## src/design/tcw_addr_unit.sv

```systemverilog
// ----------------------------------------------------------------------------
// tcw_addr_unit
// Shared linear address unit: row * COLUMNS + column.
// ----------------------------------------------------------------------------
`default_nettype none

module tcw_addr_unit #(
  parameter int COLUMNS = 80,
  parameter int RW      = 5,
  parameter int CW      = 7,
  parameter int AW      = 11
) (
  input  wire logic [RW-1:0] row,
  input  wire logic [CW-1:0] col,
  output logic      [AW-1:0] addr
);

  // constant multiply, folds to shifts and adds
  assign addr = AW'(row) * AW'(COLUMNS) + AW'(col);

endmodule

`default_nettype wire

```

## config.mk

```make
export PLATFORM = sky130hd
export DESIGN_NAME = tcw_addr_unit
export DESIGN_NICKNAME = d
export VERILOG_FILES = /design/src/design/tcw_addr_unit.sv
export SDC_FILE = /design/constraint.sdc
export NUM_CORES = 1
export LEC_CHECK = 0
export BUFFER_PORTS_ARGS = -buffer_cell sky130_fd_sc_hd__clkbuf_2
export CAP_MARGIN = 20
export CORE_AREA = 2 2 39 41
export DETAILED_ROUTE_END_ITERATION = 7
export DIE_AREA = 0 0 41 43
export PLACE_DENSITY = 0.48
export REMOVE_ABC_BUFFERS = 1
export SYNTH_ARGS = -nofsm -noshare
export SYNTH_HDL_FRONTEND = slang
export SYNTH_SLANG_ARGS = --single-unit
```

## constraint.sdc

```tcl
create_clock -name vclk -period 3.87
set_input_delay 0.1935 -clock vclk [all_inputs]
set_output_delay 0.1935 -clock vclk [all_outputs]
set_load 0.02 [all_outputs]
```

==> results.md, run 1 <==
- The flow ran to the end, and the final reports show no timing, DRC or antenna violations.
- The floorplan has 14 rows.
- The worst setup path is captured at an output pin.
- The internal power of the cells totals 35.8 uW.
- The post-synthesis instance total is 31.
- The final cycle utilization of the critical path is 59.3%.
- The design has 0 sequential cells.
- The slowest cell on the critical path is sky130_fd_sc_hd__fa_1.
- The post-cts hold buffer count is 0.
- The largest area contributor in the synthesized netlist is sky130_fd_sc_hd__ha_1.
- Before antenna repair, the detailed router went through 2 iterations.
- The die width is 41 um.
- Averaged over all synthesized cells, the footprint is 9.48 um^2.
- Counting both buffers and inverters, the worst setup path holds a total of 2.
- The number of pins exceeding their max-slew limit in the final report is 0.
- The portion of the post-synthesis area used by sequential elements is 0%.
- Ranked by instance count, the synthesized netlist is headed by sky130_fd_sc_hd__ha_1, sky130_fd_sc_hd__buf_4, sky130_fd_sc_hd__xnor2_1, sky130_fd_sc_hd__a21o_1, sky130_fd_sc_hd__xor2_1.
- Yosys attributes the largest share of cell area to sky130_fd_sc_hd__ha_1, sky130_fd_sc_hd__fa_1, sky130_fd_sc_hd__xnor2_1.
- The number of buffers inserted by port buffering is 15.
- The worst-case IR drop observed on VDD is 0.0760 mV.
- Once detailed placement completed, the half-perimeter wirelength came to 516 um.
- After global routing the overflow that remains totals 0.
- The number of remaining DRC errors is 0.
- For this block, the via count after detailed routing is 248.
- The library cell with the highest instance count after synthesis is sky130_fd_sc_hd__ha_1.
- Power spread over the standard cell area amounts to 246 nW/um^2.
- Net switching is 59.5% of the power.
- The final layout contains routed wiring with a total length of 550 um.
- The net count of the finished layout is 67.
- The number of top-level pins is 23.
- Traced cell by cell, the critical path runs through clkbuf_2, ha_1, ha_1, fa_1, xor2_1, nand4_1, xnor2_1, xnor2_1, clkbuf_2.
- From synthesis to final layout, the design area changed by 22.1%.
- The net switching power of the design is 52.5 uW.
- The diode insertion count for antenna repair is 0.
- Broken down by cell family, the worst path's largest delay share belongs to adder cells.
- The worst hold-check path type is input pin to output pin.
- The number of global-route vias before repair was 224.
- In this run, post-CTS repair resized a total of 0 instances.
- The largest single stage delay on the critical path is 0.38 ns.
- For this configuration, the core starts out at a cell density of 21.2%.
- The worst pin sits at a relative slew slack of 85.3%.
- The number of different library cells used by synthesis comes to 10.
- Setup repair after global routing left no endpoint under its margin.
- The leakage power is 0.211 nW.
- The type of the worst setup path is input pin to output pin.
- At the pin with the least slew margin, the transition time is 0.220 ns.
- The count of endpoints failing hold in the final timing report is 0.
- The required time reported for the critical path endpoint is 3.68 ns.
- For this run, the share of the core covered by cells in the final layout is 25.9%.
- STA classifies the critical path startpoint as an input pin.
- The final estimated routing congestion in global placement is 0.668.
- The final period demand of the worst path is 2.29 ns.
- The number of clock buffers in the layout is 0.
- The via density per instance is 4.28.
- The initial antenna violation count is 0.
- The share of the synthesized area in the top cell type is 38.3%.
- The wire length of the first global-routing pass is 814 um.
- The total negative slack is 0 ns.
- Sequential cells account for 0% of the total power.
- Yosys printed 0 warnings.
- The buffer count from post-CTS setup fixing is 0.
- The global routing usage summed across all routing layers is 6.31%.
- The floorplan step set the die height to 43 um.
- The placeable core region is 1380 um^2.
- The maximum net fanout on the critical path is 3.
- In this run, the combinational gates consume 100.0% of the power.
- The highest attainable clock frequency is 436 MHz.
- The die outline area is 1760 um^2.
- The detail route stage leaves a number of antenna-violating nets equal to 0.
- Entering global routing, the biggest net connects 5 pins.
- The area of all sequential standard cells is 0 um^2.
- The share of total power dissipated in the clock network is 0%.
- At the worst endpoint, the arrival time is 2.10 ns.
- Across the run, the number of max-cap violations was 0.
- The routed length per instance is 9.48 um.
- The number of DRC markers in iteration 0 is 3.
- The final setup violation count is 0.
- Summing every instance area after synthesis gives 294 um^2.
- In the final layout, the share of cells above drive strength 1 is 35.7%.
layout by cell type, fill, tap and decap left out:
cell type / n
sky130_fd_sc_hd__nand4_1: 1
sky130_fd_sc_hd__xor2_1: 3
sky130_fd_sc_hd__a21oi_1: 2
sky130_fd_sc_hd__nor2_1: 1
sky130_fd_sc_hd__ha_1: 9
sky130_fd_sc_hd__nand2_1: 2
sky130_fd_sc_hd__xnor2_1: 4
sky130_fd_sc_hd__fa_1: 2
sky130_fd_sc_hd__clkbuf_2: 15
sky130_fd_sc_hd__a21o_1: 3
routing by layer:
metal,vias to the layer above,global-route usage [%],wire length (um)
met5,-,0,0
met4,0,0,0
met3,0,1.05,26
met2,9,11.6,291
met1,112,7.67,232
li1,127,-,-
layout make-up:
| class | instances | area, um^2 |
|---|---|---|
| timing repair buffer | 15 | 75.1 |
| tap | 16 | 20.0 |
| multi-input combinational | 27 | 264 |
| fill | 158 | 1020 |
metrics by stage:
step,hold slack [ns],cells,instance area [um^2],setup WS (ns),total power [mW]
after floorplan,0.387,27,264,1.77,0.0634
after global placement,0.387,58,359,1.60,0.0890
after detailed placement,0.387,58,359,1.56,0.0890
after CTS,0.387,58,359,1.56,0.0898
after global routing,0.387,58,359,1.44,0.0977
final,0.387,58,359,1.58,0.0883
power groups by stage:
stage / Combinational [mW] / Sequential [mW] / Clock (mW)
detailed placement: 0.0890 / 0 / 0
CTS: 0.0898 / 0 / 0
global route: 0.0977 / 0 / 0
finish: 0.0883 / 0 / 0
global placement: 0.0890 / 0 / 0
floorplan: 0.0634 / 0 / 0
path summary, 6_finish.rpt:
path | to | from | slack (ns) | depth (start not counted)
max | addr[10] | row[1] | 1.58 | 9
min | addr[2] | col[2] | 0.39 | 0
cells by family after synthesis:
group / Yosys count / synth area share, %
adder cells (fa/ha/maj): 11 / 51.9
XOR/XNOR: 7 / 20.9
AO/OA/AOI/OAI: 5 / 11.1
AND/OR/NAND/NOR: 4 / 5.96
buffers and inverters: 4 / 10.2
No activity file was read; power rests on OpenSTA's default activity.
==> run 2, diff against run 1 <==
- ABC_AREA: unset -> 1
- PLACE_DENSITY: 0.48 -> 0.54
- clock period: 3.87 -> 2.4 ns (I/O delays scaled with it)
==> run 2 against run 1 <==
Critical path depth is 2 higher; power is 71% higher; flip-flop and latch count stayed put; hold slack worse by 0.15 ns; die area stayed put; critical path type unchanged; largest cell class unchanged; highest routed layer unchanged.
==> results.md, run 2 <==
- The flow ran to the end, and the final reports show no timing, DRC or antenna violations.
- The worst vdd rail ir drop is 0.0986 mV (+30%).
- The sum of routed wire length over all layers was 688 um (+25%).
- The worst-case setup slack after placement was 0.362 ns (-1.20 ns).
- The global routing usage summed across all routing layers came to 8.32% (+2.0 points).
- The starting density of the core was 26.7% (+5.4 points).
- The pin slew with the least headroom to its limit was 0.185 ns (-0.0348 ns).
- The worst slack on hold paths is 0.240 ns (-0.147 ns).
- The diode insertion count for antenna repair was 0 (unchanged).
- The final estimated routing congestion in global placement is 0.645 (-3.5%).
- The buffer count from post-CTS setup fixing is 0 (unchanged).
- The portion of the post-synthesis area used by sequential elements is 0% (unchanged).
- Of all cell types, the one taking the most synthesized area is sky130_fd_sc_hd__ha_1.
- The library cell with the highest instance count after synthesis is sky130_fd_sc_hd__nand2_1.
- The total number of vias is 359 (+45%).
- The total negative slack came to 0 ns (unchanged).
- Of the available clock period, the critical path in the final layout requires 84.6%.
- The share of the synthesized area in the top cell type is 30.5% (-7.8 points).
- The number of detailed-route iterations in the first pass came to 2 (unchanged).
- The row count came to 14 (unchanged).
- The most common cell after layout, fill and taps aside is sky130_fd_sc_hd__nand2_1.
- The post-cts hold buffer count was 0 (unchanged).
- The switching share of total power is 62.4% (+3.0 points).
- The number of clock buffers in the layout was 0 (unchanged).
- Walking the worst path, the cells encountered are clkbuf_2, ha_1, ha_1, fa_1, nand2_1, inv_1, nand3_1, nor2_1, nand3_1, nand2_1, clkbuf_2.
- The number of pins exceeding their max-slew limit in the final report is 0 (unchanged).
- The worst hold-check path type is input pin to output pin.
- The maximum net fanout on the critical path came to 4 (+1).
- STA classifies the critical path endpoint as an output pin.
- The count of distinct cell types in the synthesized netlist is 12 (+2).
- The placeable core region is 1380 um^2 (unchanged).
- STA classifies the critical path startpoint as an input pin.
- The number of remaining DRC errors is 0 (unchanged).
- Leaving out fill and tap cells, the most frequent cells in the layout are sky130_fd_sc_hd__nand2_1, sky130_fd_sc_hd__clkbuf_2, sky130_fd_sc_hd__nand3_1, sky130_fd_sc_hd__ha_1, sky130_fd_sc_hd__inv_1.
- The arrival time of data at the critical path endpoint is 1.91 ns (-0.19 ns).
- The highest attainable clock frequency is 492 MHz.
- The leakage power was 0.264 nW (+25%).
- The remaining number of nets flagged by the antenna check after routing is 0 (unchanged).
- The final setup violation count is 0 (unchanged).
- Ranked by instance count, the synthesized netlist is headed by sky130_fd_sc_hd__nand2_1, sky130_fd_sc_hd__ha_1, sky130_fd_sc_hd__nand3_1, sky130_fd_sc_hd__inv_1, sky130_fd_sc_hd__buf_4.
- The combinational group share of total power is 100.0% (about the same).
- The longest individual stage delay on the worst path is 0.53 ns (+0.15 ns).
- The wire length of the first global-routing pass is 1100 um (+35%).
- The largest net degree at the start of global routing is 7 (+2).
- The post-cts gate resize count is 0 (unchanged).
- The worst slew margin relative to its limit is 87.7% (+2.4 points).
- Sorting the synthesized cells by area gives the leading types as sky130_fd_sc_hd__ha_1, sky130_fd_sc_hd__nand2_1, sky130_fd_sc_hd__nand3_1.
- The number of top-level pins is 23 (unchanged).
- The area growth from synthesis to layout is 17.6%.
- The number of global-route vias before repair is 277 (+24%).
- Setup repair after global routing left no endpoint under its margin.
- The worst-case setup margin in the final layout is 0.370 ns (-1.21 ns).
- The final sequential cell count came to 0 (unchanged).
- The proportion of power drawn by flip-flops and latches is 0% (unchanged).
- The via density per instance is 4.38 (+2.4%).
- The initial antenna violation count is 0 (unchanged).
- The slowest cell on the critical path is sky130_fd_sc_hd__fa_1.
- The sum of overflow across all layers after global routing is 0 (unchanged).
- The clock group share of total power came to 0% (unchanged).
- The total of warnings raised by yosys is 0 (unchanged).
- The net switching power of the design is 94.2 uW (+79%).
- The area of all sequential standard cells is 0 um^2 (unchanged).
- The max capacitance violation total is 0 (unchanged).
- The share of final-layout standard cells stronger than drive strength 1 came to 24.2% (-11 points).
- The routed length per instance was 8.39 um (-12%).
- The die width is 41 um (unchanged).
- The post-synthesis instance area is 369 um^2 (+26%).
- The post-synthesis instance total is 55 (+77%).
- The count of endpoints failing hold in the final timing report is 0 (unchanged).
- The final period demand of the worst path is 2.03 ns.
- The number of nets in the finished design was 91 (+36%).
- The required time reported for the critical path endpoint is 2.28 ns (-1.40 ns).
- The number of buffers inserted by port buffering is 15 (unchanged).
- The number of DRC markers in iteration 0 was 1 (-2).
- The average cell area after synthesis came to 6.71 um^2 (-29%).
- The die outline area came to 1760 um^2 (unchanged).
- The height of the die came to 43 um (unchanged).
- The type of the worst setup path is input pin to output pin.
- The total internal power is 56.7 uW (+58%).
- The areal power density over the cells is 347 nW/um^2 (+41%).
==> run 2: metal layers <==
layer | vias to the layer above | routed length (um) | share of wire, % | track usage [%]
li1 | 200 | - | - | -
met1 | 144 | 347 | 50 | 13.4
met2 | 15 | 299 | 43 | 12.2
met3 | 0 | 41 | 6.0 | 1.05
met4 | 0 | 0 | 0 | 0
met5 | - | 0 | 0 | 0
==> run 2: path summary, 6_finish.rpt <==
path | from | endpoint | slack, ns | cells after the start
setup / recovery | row[1] | addr[10] | 0.37 | 11
hold / removal | col[2] | addr[2] | 0.24 | 0
==> run 2: power groups by stage <==
| stage | combinational, mW | clock [mW] | sequential [mW] |
|---|---|---|---|
| 6_report | 0.151 | 0 | 0 |
| 5_1_grt | 0.168 | 0 | 0 |
| 4_1_cts | 0.152 | 0 | 0 |
| 3_5_place_dp | 0.152 | 0 | 0 |
| 3_3_place_gp | 0.152 | 0 | 0 |
| 2_1_floorplan | 0.109 | 0 | 0 |
==> run 2: logic make-up after synthesis <==
kind of cell	after synthesis	share of synthesized area, %
compound gates	1	1.35
simple gates	29	34.9
xor+xnor	3	7.12
buf+inv	11	15.3
fa+ha+maj	11	41.4
==> run 2: through the flow <==
step                      utilization, %  power [mW]  instance area, um^2  std cells
after floorplan                        -       0.109                  339         51
after global routing                31.4       0.168                  434         82
after CTS                           31.4       0.152                  434         82
after global placement              31.4       0.152                  434         82
after detailed placement            31.4       0.152                  434         82
final                               31.4       0.151                  434         82
==> run 2: worst max-delay path: cells and delay by family <==
family	cells	cell delay [ns]
adders and majority gates	3	1.05
buffers and inverters	3	0.39
and+or+nand+nor	5	0.36
==> run 2: layout make-up <==
class | count | area (um^2)
fillers | 153 | 950
multi-input cells | 44 | 313
repair buffers | 15 | 75.1
inverters | 7 | 26.3
well taps | 16 | 20.0
==> run 3, diff against run 2 <==
- PLACE_DENSITY: 0.54 -> 0.56
- clock period: 2.4 -> 1.7 ns (I/O delays scaled with it)
==> run 3 against run 2 <==
The run now ends with setup timing left; core utilization grew 12 points; final cell count grew 9.8%; die area unchanged; first-iteration DRC count grew to 5.0 times the previous value; setup slack lost 0.43 ns; non-clock buffer count up 8; largest power group unchanged.
==> results.md, run 3 (synthesis gave the netlist of run 2 again) <==
- The areal power density over the cells is 511 nW/um^2 (+47%).
- The final setup violation count came to 2 (+2).
- The height of the die was 43 um (unchanged).
- The worst-case setup margin in the final layout is -0.0565 ns (-0.426 ns).
- The worst slew margin relative to its limit came to 89.1% (+1.5 points).
- The number of remaining DRC errors is 0 (unchanged).
- The maximum net fanout on the critical path is 3 (-1).
- The starting density of the core is 26.7% (unchanged).
- The number of cells after detailed placement is 89 (+8.5%).
- The total negative slack is -0.0915 ns (-0.0915 ns).
- The worst slack on hold paths is 0.170 ns (-0.0700 ns).
- The pin slew with the least headroom to its limit is 0.163 ns (-0.0219 ns).
- Static timing analysis puts the maximum clock frequency at 569 MHz.
- The final cell count without fillers is 90 (+9.8%).
- The sum of routed wire length over all layers is 825 um (+20%).
- The placeable core region is 1380 um^2 (unchanged).
- The number of detailed-route iterations in the first pass is 4 (+2).
- The number of pins exceeding their max-slew limit in the final report is 0 (unchanged).
- The area growth from synthesis to layout is 61.4%.
- The die width is 41 um (unchanged).
- The end-of-flow core utilization is 43.0% (+12 points).
- The row count is 14 (unchanged).
- The via density per instance is 4.43 (+1.3%).
- By startpoint and endpoint, the worst setup path is classified as input pin to output pin.
- The initial antenna violation count is 0 (unchanged).
- In the layout the commonest cells are sky130_fd_sc_hd__nand2_1, sky130_fd_sc_hd__clkbuf_2, sky130_fd_sc_hd__nand3_1, sky130_fd_sc_hd__buf_4, sky130_fd_sc_hd__inv_1.
- The wire length of the first global-routing pass is 1320 um (+20%).
- The number of DRC markers in iteration 0 is 5 (+4).
- The post-cts hold buffer count came to 0 (unchanged).
- The half-perimeter wire length after detailed placement is 634 um.
- The final cell area excluding filler cells is 596 um^2 (+37%).
- The flow ran to the end, but the final reports show violations.
- The final estimated routing congestion in global placement is 0.749 (+16%).
- The final sequential cell count was 0 (unchanged).
- The checks that failed: setup timing.
- The required time reported for the critical path endpoint was 1.62 ns (-0.66 ns).
- The global routing usage summed across all routing layers was 9.84% (+1.5 points).
- The sum of overflow across all layers after global routing came to 0 (unchanged).
- The overall power is 304 uW (+100%).
- The worst setup path is captured at an output pin.
- Dividing the final minimum period by the clock period gives 103%.
- The leakage power is 0.322 nW (+22%).
- The worst setup path is launched from an input pin.
- The number of buffers inserted by port buffering is 15 (unchanged).
- The diode insertion count for antenna repair was 0 (unchanged).
- The largest net degree at the start of global routing came to 7 (unchanged).
- The share of final-layout standard cells stronger than drive strength 1 is 41.9% (+18 points).
- Setup repair after global routing could not meet its margin everywhere.
- The die outline area is 1760 um^2 (unchanged).
- The number of top-level pins is 23 (unchanged).
- The count of endpoints failing hold in the final timing report is 0 (unchanged).
- The placed standard-cell area is 487 um^2 (+12%).
- The total number of vias is 399 (+11%).
- After layout, the minimum clock period comes to 1.76 ns.
- The number of clock buffers in the layout is 0 (unchanged).
- The routed length per instance is 9.17 um (+9.3%).
- The arrival time of data at the critical path endpoint is 1.67 ns (-0.24 ns).
- The most common cell after layout, fill and taps aside is sky130_fd_sc_hd__nand2_1.
- The number of global-route vias before repair was 368 (+33%).
- The worst-case setup slack after placement is -0.169 ns (-0.531 ns).
- The remaining number of nets flagged by the antenna check after routing is 0 (unchanged).
- The max capacitance violation total is 0 (unchanged).
- The worst vdd rail ir drop is 0.268 mV (+170%).
- The number of nets in the finished design came to 99 (+8.8%).
- The area of all sequential standard cells is 0 um^2 (unchanged).
- The tightest min-delay check is of the input pin to output pin type.
-- run 3: power breakdown --
part	internal, mW	switching (mW)	total (mW)
combinational	0.152	0.153	0.304
clock	0	0	0
sequential	0	0	0
-- run 3: cell type report --
cell class	instances	area [um^2]
fillers	138	788
multi-input cells	44	365
repair buffers	23	184
inverters	7	26.3
well taps	16	20.0
-- run 3: critical path, cell delays in order --
cell,delay (ns)
sky130_fd_sc_hd__buf_8,0.10
sky130_fd_sc_hd__ha_4,0.23
sky130_fd_sc_hd__ha_4,0.16
sky130_fd_sc_hd__fa_1,0.51
sky130_fd_sc_hd__nand2_1,0.09
sky130_fd_sc_hd__inv_2,0.08
sky130_fd_sc_hd__nand3_2,0.06
sky130_fd_sc_hd__nor2_1,0.08
sky130_fd_sc_hd__nand3_1,0.07
sky130_fd_sc_hd__nand2_1,0.07
sky130_fd_sc_hd__clkbuf_8,0.14
-- run 3: what timing repair did --
action	CTS	global route
endpoints found under the setup margin	3	2
pin swaps	9	9
buffers inserted	1	1
resized for setup	14	4
-- run 3: metal layers --
layer,up-vias,routed length [um],global-route usage (%)
met5,-,0,0
met3,0,41,1.05
met2,10,395,15.9
li1,216,-,-
met4,0,0,0
met1,173,387,14.5
-- run 3: worst paths after layout --
path | slack (ns) | startpoint | endpoint | cells past startpoint
setup / recovery | -0.06 | row[1] | addr[10] | 11
hold / removal | 0.17 | col[2] | addr[2] | 0
